## config.mk

```make
export PLATFORM = sky130hd
export DESIGN_NAME = stationary_box_tracker_core
export DESIGN_NICKNAME = d
export VERILOG_FILES = /design/src/sv/sbt_pkg.sv /design/src/sv/sbt_ram.sv /design/src/sv/sbt_match.sv /design/src/sv/stationary_box_tracker_core.sv
export SDC_FILE = /design/constraint.sdc
export NUM_CORES = 2
export LEC_CHECK = 0
export BUFFER_PORTS_ARGS = -buffer_cell sky130_fd_sc_hd__buf_2
export CAP_MARGIN = 20
export CORE_UTILIZATION = 30
export CTS_CLUSTER_DIAMETER = 120
export CTS_CLUSTER_SIZE = 14
export DETAILED_ROUTE_END_ITERATION = 6
export PLACE_DENSITY_LB_ADDON = 0.12
export SLEW_MARGIN = 10
export SYNTH_ARGS = -nofsm -noshare
export SYNTH_HDL_FRONTEND = slang
export SYNTH_SLANG_ARGS = --single-unit
```

## constraint.sdc

```tcl
create_clock -name clk -period 18 [get_ports clk]
set_input_delay 2.7 -clock clk [delete_from_list [all_inputs] [get_ports clk]]
set_output_delay 2.7 -clock clk [all_outputs]
set_load 0.005 [all_outputs]
```

## src/sv/sbt_pkg.sv

```systemverilog
`timescale 1ns / 1ps

package sbt_pkg;

  // Default sizing
  localparam int TABLE_DEPTH_DEF = 16;
  localparam int COORD_BITS_DEF  = 12;

  // Fixed field widths
  localparam int FIELD_BITS     = 12;
  localparam int EXT_BITS       = 16;
  localparam int DIST_BITS      = 12;
  localparam int FRAME_BITS     = 32;
  localparam int COUNT_BITS     = 16;
  localparam int CFG_DATA_BITS  = 16;
  localparam int IN_TDATA_BITS  = 4 * FIELD_BITS;
  localparam int OUT_TDATA_BITS = 4 * FIELD_BITS + 2 * FRAME_BITS;
  localparam int OUT_TUSER_BITS = 2;

  // Register indexes
  localparam logic REG_MAX_DISTANCE = 1'b0;
  localparam logic REG_MIN_FRAMES   = 1'b1;

  // Register reset values
  localparam logic [DIST_BITS-1:0]     MAX_DISTANCE_RST = 12'd10;
  localparam logic [CFG_DATA_BITS-1:0] MIN_FRAMES_RST   = 16'd40;

  // Commands carried on the input tuser
  localparam logic CMD_BOX = 1'b0;
  localparam logic CMD_EOF = 1'b1;

  // Entry count limits
  localparam logic [COUNT_BITS-1:0] COUNT_INIT = 16'd1;
  localparam logic [COUNT_BITS-1:0] COUNT_MAX  = 16'hFFFF;

endpackage

```

## src/sv/sbt_ram.sv

```systemverilog
`timescale 1ns / 1ps

module sbt_ram #(
  parameter int WIDTH = 8,
  parameter int DEPTH = 16
) (
  input  logic                                    clk,
  input  logic                                    we,
  input  logic [((DEPTH > 1) ? $clog2(DEPTH) : 1)-1:0] waddr,
  input  logic [WIDTH-1:0]                        wdata,
  input  logic [((DEPTH > 1) ? $clog2(DEPTH) : 1)-1:0] raddr,
  output logic [WIDTH-1:0]                        rdata
);

  logic [WIDTH-1:0] mem [DEPTH];

  // Write port and registered read port
  always_ff @(posedge clk) begin
    if (we) begin
      mem[waddr] <= wdata;
    end
    rdata <= mem[raddr];
  end

endmodule

```

## src/sv/sbt_match.sv

```systemverilog
`timescale 1ns / 1ps

module sbt_match #(
  parameter int COORD_BITS = 12
) (
  input  logic [4*COORD_BITS-1:0]     box_a,
  input  logic [4*COORD_BITS-1:0]     box_b,
  input  logic [sbt_pkg::DIST_BITS-1:0] gap_limit,
  output logic                        hit
);

  import sbt_pkg::*;

  localparam int XW = (COORD_BITS > DIST_BITS) ? COORD_BITS : DIST_BITS;

  logic [3:0] near;

  // Compare each of x, y, width and height against the distance
  always_comb begin
    logic [XW-1:0] a;
    logic [XW-1:0] b;
    logic [XW-1:0] diff;
    for (int k = 0; k < 4; k++) begin
      a = XW'(box_a[k*COORD_BITS +: COORD_BITS]);
      b = XW'(box_b[k*COORD_BITS +: COORD_BITS]);
      diff = (a > b) ? (a - b) : (b - a);
      near[k] = diff < XW'(gap_limit);
    end
  end

  assign hit = &near;

endmodule

```

## src/sv/stationary_box_tracker_core.sv

```systemverilog
`timescale 1ns / 1ps

// Stationary box tracker.
// Input stream: s_tdata carries box_x, box_y, box_width, box_height; s_tuser
// carries the command (box or end of frame). Output stream: one beat per
// stationary object removed at end of frame, or one empty marker beat when
// there is none; the final beat of a frame has m_tlast set.
// The tracked table lives in one single-port-write RAM with a registered
// read, scanned one entry per cycle while the sweep is not halted.
// A box is appended straight away when the table is empty, else the entries
// are scanned in order up to the first match (at most the fill).
// An end of frame sweeps every stored entry (read, compact, report), then
// releases the final beat; a frame's first report leaves once the second
// report is found, or with the final beat. s_tready is high only between items.
// Configuration writes must go in while idle; the block does not enforce it.
// Reset empties the table (fill count to zero), zeroes the frame counter and
// the overflow flag, and loads the register defaults; no clearing pass.
// When the receiver stalls, the result beat holds in the output register;
// the sweep keeps one report pending and halts on the next one until the
// output register frees.

module stationary_box_tracker_core #(
  parameter int TABLE_DEPTH = sbt_pkg::TABLE_DEPTH_DEF,
  parameter int COORD_BITS  = sbt_pkg::COORD_BITS_DEF
) (
  input  logic                                clk,
  input  logic                                rst,
  // Input stream
  input  logic                                s_tvalid,
  output logic                                s_tready,
  input  logic [sbt_pkg::IN_TDATA_BITS-1:0]   s_tdata,  // box_x, box_y, box_width, box_height
  input  logic                                s_tuser,  // command
  // Output stream
  output logic                                m_tvalid,
  input  logic                                m_tready,
  // found_x, found_y, found_width, found_height, first_seen_frame, last_seen_frame
  output logic [sbt_pkg::OUT_TDATA_BITS-1:0]  m_tdata,
  output logic [sbt_pkg::OUT_TUSER_BITS-1:0]  m_tuser,  // found, table_overflow
  output logic                                m_tlast,  // last_of_frame
  // Configuration
  input  logic                                cfg_we,
  input  logic                                cfg_index,
  input  logic [sbt_pkg::CFG_DATA_BITS-1:0]   cfg_data
);

  import sbt_pkg::*;

  localparam int AW = (TABLE_DEPTH > 1) ? $clog2(TABLE_DEPTH) : 1;
  localparam int NW = $clog2(TABLE_DEPTH + 1);
  localparam int BW = 4 * COORD_BITS;
  localparam int EW = BW + 2 * FRAME_BITS + COUNT_BITS;

  typedef enum logic [3:0] {
    S_IDLE  = 4'b0001,
    S_SCAN  = 4'b0010,
    S_SWEEP = 4'b0100,
    S_FLUSH = 4'b1000
  } state_t;

  state_t state, state_next;

  logic [NW-1:0]         cur, cur_next, cur_inc;
  logic [NW-1:0]         fill, fill_next;
  logic [NW-1:0]         wptr, wptr_next;
  logic [BW-1:0]         box_reg, in_box;
  logic                  box_take;
  logic [FRAME_BITS-1:0] frame_cnt, frame_next;
  logic                  ovf_seen, ovf_next;
  logic [DIST_BITS-1:0]  max_dist;
  logic [COUNT_BITS-1:0] min_needed;

  logic                  have_pend, have_pend_next, pend_take;
  logic [BW-1:0]         pend_box;
  logic [FRAME_BITS-1:0] pend_first, pend_last;

  logic                  ram_we;
  logic [AW-1:0]         ram_waddr, ram_raddr;
  logic [EW-1:0]         ram_wdata, rd_data;
  logic [BW-1:0]         rd_box;
  logic [FRAME_BITS-1:0] rd_first, rd_last;
  logic [COUNT_BITS-1:0] rd_count, count_inc;

  logic                  hit, keep, report, last_one, out_ok, advance;
  logic                  out_load, out_found, out_tlast;
  logic [BW-1:0]         out_box;
  logic [FRAME_BITS-1:0] out_first, out_last_f;
  logic [4*FIELD_BITS-1:0] out_box12;

  // Entry store
  sbt_ram #(
    .WIDTH (EW),
    .DEPTH (TABLE_DEPTH)
  ) u_ram (
    .clk   (clk),
    .we    (ram_we),
    .waddr (ram_waddr),
    .wdata (ram_wdata),
    .raddr (ram_raddr),
    .rdata (rd_data)
  );

  assign rd_box   = rd_data[BW-1:0];
  assign rd_first = rd_data[BW +: FRAME_BITS];
  assign rd_last  = rd_data[BW+FRAME_BITS +: FRAME_BITS];
  assign rd_count = rd_data[BW+2*FRAME_BITS +: COUNT_BITS];

  // Distance test of the held box against the entry just read
  sbt_match #(
    .COORD_BITS (COORD_BITS)
  ) u_match (
    .box_a     (box_reg),
    .box_b     (rd_box),
    .gap_limit (max_dist),
    .hit       (hit)
  );

  // Narrow the input fields to the stored coordinate width
  always_comb begin
    logic [EXT_BITS-1:0] ext;
    for (int k = 0; k < 4; k++) begin
      ext = EXT_BITS'(s_tdata[k*FIELD_BITS +: FIELD_BITS]);
      in_box[k*COORD_BITS +: COORD_BITS] = ext[COORD_BITS-1:0];
    end
  end

  // Widen or narrow the stored box to the result field width
  always_comb begin
    logic [EXT_BITS-1:0] ext;
    for (int k = 0; k < 4; k++) begin
      ext = EXT_BITS'(out_box[k*COORD_BITS +: COORD_BITS]);
      out_box12[k*FIELD_BITS +: FIELD_BITS] = ext[FIELD_BITS-1:0];
    end
  end

  assign s_tready  = (state == S_IDLE);
  assign cur_inc   = cur + NW'(1);
  assign last_one  = (cur_inc == fill);
  assign keep      = (rd_last == frame_cnt);
  assign report    = !keep && (rd_count >= min_needed);
  assign out_ok    = !m_tvalid || m_tready;
  assign advance   = !(report && have_pend && !out_ok);
  assign count_inc = (rd_count == COUNT_MAX) ? rd_count : rd_count + COUNT_INIT;

  // Sequencer: scan, update, sweep and release
  always_comb begin
    state_next     = state;
    cur_next       = cur;
    fill_next      = fill;
    wptr_next      = wptr;
    have_pend_next = have_pend;
    pend_take      = 1'b0;
    box_take       = 1'b0;
    frame_next     = frame_cnt;
    ovf_next       = ovf_seen;
    ram_we         = 1'b0;
    ram_waddr      = '0;
    ram_wdata      = '0;
    ram_raddr      = '0;
    out_load       = 1'b0;
    out_found      = 1'b0;
    out_box        = '0;
    out_first      = '0;
    out_last_f     = '0;
    out_tlast      = 1'b0;

    case (state)
      S_IDLE: begin
        if (s_tvalid) begin
          cur_next = '0;
          if (s_tuser == CMD_EOF) begin
            wptr_next      = '0;
            have_pend_next = 1'b0;
            state_next     = (fill == '0) ? S_FLUSH : S_SWEEP;
          end else begin
            box_take = 1'b1;
            if (fill == '0) begin
              // Empty table: append straight away
              ram_we    = 1'b1;
              ram_wdata = {COUNT_INIT, frame_cnt, frame_cnt, in_box};
              fill_next = NW'(1);
            end else begin
              state_next = S_SCAN;
            end
          end
        end
      end

      S_SCAN: begin
        ram_raddr = cur_inc[AW-1:0];
        if (hit) begin
          // Refresh the first matching entry
          ram_we     = 1'b1;
          ram_waddr  = cur[AW-1:0];
          ram_wdata  = {count_inc, frame_cnt, rd_first, rd_box};
          state_next = S_IDLE;
        end else if (last_one) begin
          if (fill == NW'(TABLE_DEPTH)) begin
            ovf_next = 1'b1;
          end else begin
            ram_we    = 1'b1;
            ram_waddr = fill[AW-1:0];
            ram_wdata = {COUNT_INIT, frame_cnt, frame_cnt, box_reg};
            fill_next = fill + NW'(1);
          end
          state_next = S_IDLE;
        end else begin
          cur_next = cur_inc;
        end
      end

      S_SWEEP: begin
        ram_raddr = advance ? cur_inc[AW-1:0] : cur[AW-1:0];
        if (advance) begin
          if (keep) begin
            // Compact surviving entries towards the front
            if (wptr != cur) begin
              ram_we    = 1'b1;
              ram_waddr = wptr[AW-1:0];
              ram_wdata = rd_data;
            end
            wptr_next = wptr + NW'(1);
          end else if (report) begin
            if (have_pend) begin
              out_load   = 1'b1;
              out_found  = 1'b1;
              out_box    = pend_box;
              out_first  = pend_first;
              out_last_f = pend_last;
            end
            pend_take      = 1'b1;
            have_pend_next = 1'b1;
          end
          if (last_one) begin
            fill_next  = keep ? wptr + NW'(1) : wptr;
            state_next = S_FLUSH;
          end else begin
            cur_next = cur_inc;
          end
        end
      end

      S_FLUSH: begin
        if (out_ok) begin
          // Release the final beat of the frame
          out_load  = 1'b1;
          out_tlast = 1'b1;
          if (have_pend) begin
            out_found  = 1'b1;
            out_box    = pend_box;
            out_first  = pend_first;
            out_last_f = pend_last;
          end
          have_pend_next = 1'b0;
          ovf_next       = 1'b0;
          frame_next     = frame_cnt + FRAME_BITS'(1);
          state_next     = S_IDLE;
        end
      end

      default: begin
        state_next = S_IDLE;
      end
    endcase
  end

  // Control registers
  always_ff @(posedge clk) begin
    if (rst) begin
      state     <= S_IDLE;
      cur       <= '0;
      fill      <= '0;
      wptr      <= '0;
      have_pend <= 1'b0;
      frame_cnt <= '0;
      ovf_seen  <= 1'b0;
      m_tvalid  <= 1'b0;
    end else begin
      state     <= state_next;
      cur       <= cur_next;
      fill      <= fill_next;
      wptr      <= wptr_next;
      have_pend <= have_pend_next;
      frame_cnt <= frame_next;
      ovf_seen  <= ovf_next;
      if (out_load) begin
        m_tvalid <= 1'b1;
      end else if (m_tready) begin
        m_tvalid <= 1'b0;
      end
    end
  end

  // Payload registers
  always_ff @(posedge clk) begin
    if (box_take) begin
      box_reg <= in_box;
    end
    if (pend_take) begin
      pend_box   <= rd_box;
      pend_first <= rd_first;
      pend_last  <= rd_last;
    end
    if (out_load) begin
      m_tdata <= {out_last_f, out_first, out_box12};
      m_tuser <= {ovf_seen, out_found};
      m_tlast <= out_tlast;
    end
  end

  // Configuration registers
  always_ff @(posedge clk) begin
    if (rst) begin
      max_dist   <= MAX_DISTANCE_RST;
      min_needed <= MIN_FRAMES_RST;
    end else if (cfg_we) begin
      case (cfg_index)
        REG_MAX_DISTANCE: max_dist   <= cfg_data[DIST_BITS-1:0];
        REG_MIN_FRAMES:   min_needed <= cfg_data[COUNT_BITS-1:0];
        default: begin
        end
      endcase
    end
  end

endmodule

```

==> flow_summary.yaml <==
clock_network:
  holdBufCountCts: 0
  cts_tree: "built"
  cts_resized: 0
  h-tree-depth: 4
  clk_path_buf_depth: 4
  post_cts.repair.setup_buffers: 0
  path_clk_slew_ns: 0.07
  root_buffer: "clkbuf_16"
  clkLatencyLatePin_ns: 0.93
  cts_sinks: 2533
  cts_inserted_buffers: 203
yosys:
  ys_types: 93
  yosysMostFrequentCell: "edfxtp_1"
  synthTopCellsByArea: "edfxtp_1 67%, nand2_1 5.9%, dfxtp_1 4.0%"
  synth-async-reset-ratio: 0
  syn_area_um2: 104000
  syn_avg_cell_area_um2: 13.9
  ys_seq_area_frac: 0.712
  synthTopCellsByCount: "2,323 x edfxtp_1, 1,634 x nand2_1, 416 x and3_1"
  yosysWarnings: 0
  yosys.area.top_type: "edfxtp_1"
  netlist.area_leader.share: 0.672
  synth_seq_cells: 2533
  synth_cells: 7489
  synth_nets: 7726
  ys.flop_type: "edfxtp_1"
  synth_edf_count: 2323
global_routing:
  overflow: 0
  antenna_found_initial: 31
  grt_start_max_net_pins: 154
  globalRouteTotalUtil: 0.185
  grt_pass1_wl_um: 470000
  grt_pass1_vias: 62100
layout:
  syn2layout_area_growth_pct: 11.4
  nNetsFinal: 7818
  n_fill_cell: 33600
  drive_gt1_frac: 0.0957
  largest_reg_flops: 2048
  final_cell_area_um2: 116000
  regMostFlops: "u_ram.mem"
  largestRegisters: "u_ram.mem (2048), u_ram.rdata (128), m_tdata (112)"
die:
  initial_core_util: 0.302
  die_h_um: 590
  die_area_um2: 348000
  num_rows: 215
  die_w_um: 590
  io_pins: 188
  coreArea_um2: 344000
timing:
  finClkSkew_ns: 0.0860
  fin_ws_ns: 8.45
  relSlewSlack: 0.200
  setup_viol: 0
  timing.final.crit_share: 0.531
  fin_tns_setup_ns: 0
  finalHoldWorstSlack_ns: 0.457
  min_period_ns: 9.55
  rsz0062_at_grt: "no"
  final-hold-violation-count: 0
  fmax_mhz: 105
  worst_slew_pin_slew_ns: 1.20
  finalMaxSlewViolations: 0
drt:
  routed_wirelength_um: 330000
  num_vias: 62300
  wire_per_inst_um: 26.8
  first_iter_violations: 5057
  ant_nets: 0
  detail_route.first_pass.iterations: 6
  vias_per_cell: 5.06
  drc: 0
pwr:
  vdd_ir_drop_max_mv: 0.0704
  power.internal_uw: 9890
  p_sw_frac: 0.297
  clockPowerShare: 0.304
  p_leak_uw: 0.0414
  p_per_area_nw_per_um2: 122
  switching_power_uw: 4190
  power_frac_comb: 0.201
  p_total_uw: 14100
  p_seq_frac: 0.496
place:
  finalWeightedCongestion: 0.816
  dpl.hpwl_um: 187000
  pre_cts_slack_ns: 8.51
  port_buffers: 187
  place_area_um2: 110000
min_path:
  hold_class: "flip-flop to flip-flop"
critical_path:
  end_kind: "flip-flop"
  path_delay_family: "compound AO/OA/AOI/OAI gates"
  worst_setup_path_start_kind: "flip-flop"
  critPathMaxFanout: 51
  crit_slowest_cell: "buf_4"
  worstPathArrival_ns: 10.03
  worst-setup-path-type: "flip-flop to flip-flop"
  worstPathRequired_ns: 18.48
  slowest_delay_ns: 0.93
  worst-path-buf-inv: 4
  cp_common_cell: "o21ai_0"
status:
  status: "complete, no violations"
flow_run:
  drv_cap: 0
-- per-layer routing --
metal / routed length (um) / GRT usage / part of all wire / up-vias
li1: - / - / - / 28100
met4: 8030 / 0.0466 / 0.024 / 4
met5: 27 / 0 / 0.000082 / -
met3: 12100 / 0.0173 / 0.037 / 366
met1: 152000 / 0.257 / 0.46 / 32500
met2: 158000 / 0.310 / 0.48 / 1334
-- worst paths after layout --
path                   from              end  slack, ns  cells past startpoint
max              box_reg[0]  u_ram.mem[1][0]       8.45                     25
min          min_needed[15]   min_needed[15]       0.46                      2
max reg2reg      box_reg[0]  u_ram.mem[1][0]       8.45                     25
min reg2reg  min_needed[15]   min_needed[15]       0.46                      2
-- placed cells by master, fill, tap and decap left out, types with 15 or more instances in the layout --
| cell | instances |
|---|---|
| and3_1 | 415 |
| a21o_1 | 44 |
| ha_1 | 158 |
| a22o_1 | 45 |
| nand2b_1 | 15 |
| a32oi_1 | 67 |
| a222oi_1 | 48 |
| mux2i_1 | 301 |
| o211ai_1 | 18 |
| o21ai_0 | 64 |
| o21bai_1 | 15 |
| o32ai_1 | 93 |
| a221oi_1 | 16 |
| a311oi_1 | 18 |
| edfxtp_1 | 2323 |
| mux2_2 | 104 |
| dfxtp_1 | 210 |
| nor2_1 | 113 |
| buf_2 | 186 |
| a221o_1 | 94 |
| diode_2 | 16 |
| and2_1 | 122 |
| nand4_1 | 37 |
| buf_4 | 141 |
| xnor2_1 | 80 |
| a22oi_1 | 16 |
| clkbuf_16 | 204 |
| clkbuf_1 | 150 |
| a21oi_1 | 126 |
| nand2_1 | 1632 |
| nor3_1 | 18 |
| xor2_1 | 37 |
| nand3_1 | 126 |
| inv_1 | 213 |
| o21a_1 | 17 |
| a31oi_1 | 233 |
-- cell type report --
type	instances	area (um2)	share of cell area
diodes	16	40.0	0.000346
clock inverters	12	120	0.00104
flip-flops and latches	2533	74000	0.640
repair buffers	341	2270	0.0196
well taps	4557	5700	0.0493
multi-input cells	4289	27100	0.234
clock buffers	355	5680	0.0491
inverters	213	800	0.00691
-- power by group through the flow --
stage                     sequential (uW)  combinational [uW]  clock (uW)
after floorplan                      6980                1970           0
after global placement               7110                2860           0
after detailed placement             7110                2850           0
after CTS                            6980                2860        4420
after global routing                 7000                3140        4590
final                                6980                2820        4270
-- cells by family after synthesis --
| logic type | after synthesis | share of synthesized area |
|---|---|---|
| and+or+nand+nor | 2576 | 0.112 |
| DFF | 2533 | 0.712 |
| AOI/OAI and AO/OA | 1025 | 0.0747 |
| buffers and inverters | 667 | 0.0299 |
| muxes | 405 | 0.0403 |
| adders and majority gates | 166 | 0.0206 |
| xor gates and xnor gates | 117 | 0.00987 |
-- per-stage QoR --
stage	instances	utilization
finish	12300	0.336
global route	12300	0.336
CTS	12300	0.336
detailed placement	11900	0.319
global placement	11900	0.319
floorplan	7489	-
-- worst min-delay path, stage by stage (launching register included) --
cell and delay, ns:
dfxtp_1 0.31, nand2_1 0.05, a21oi_1 0.05
(Power assumes the default switching activity.)
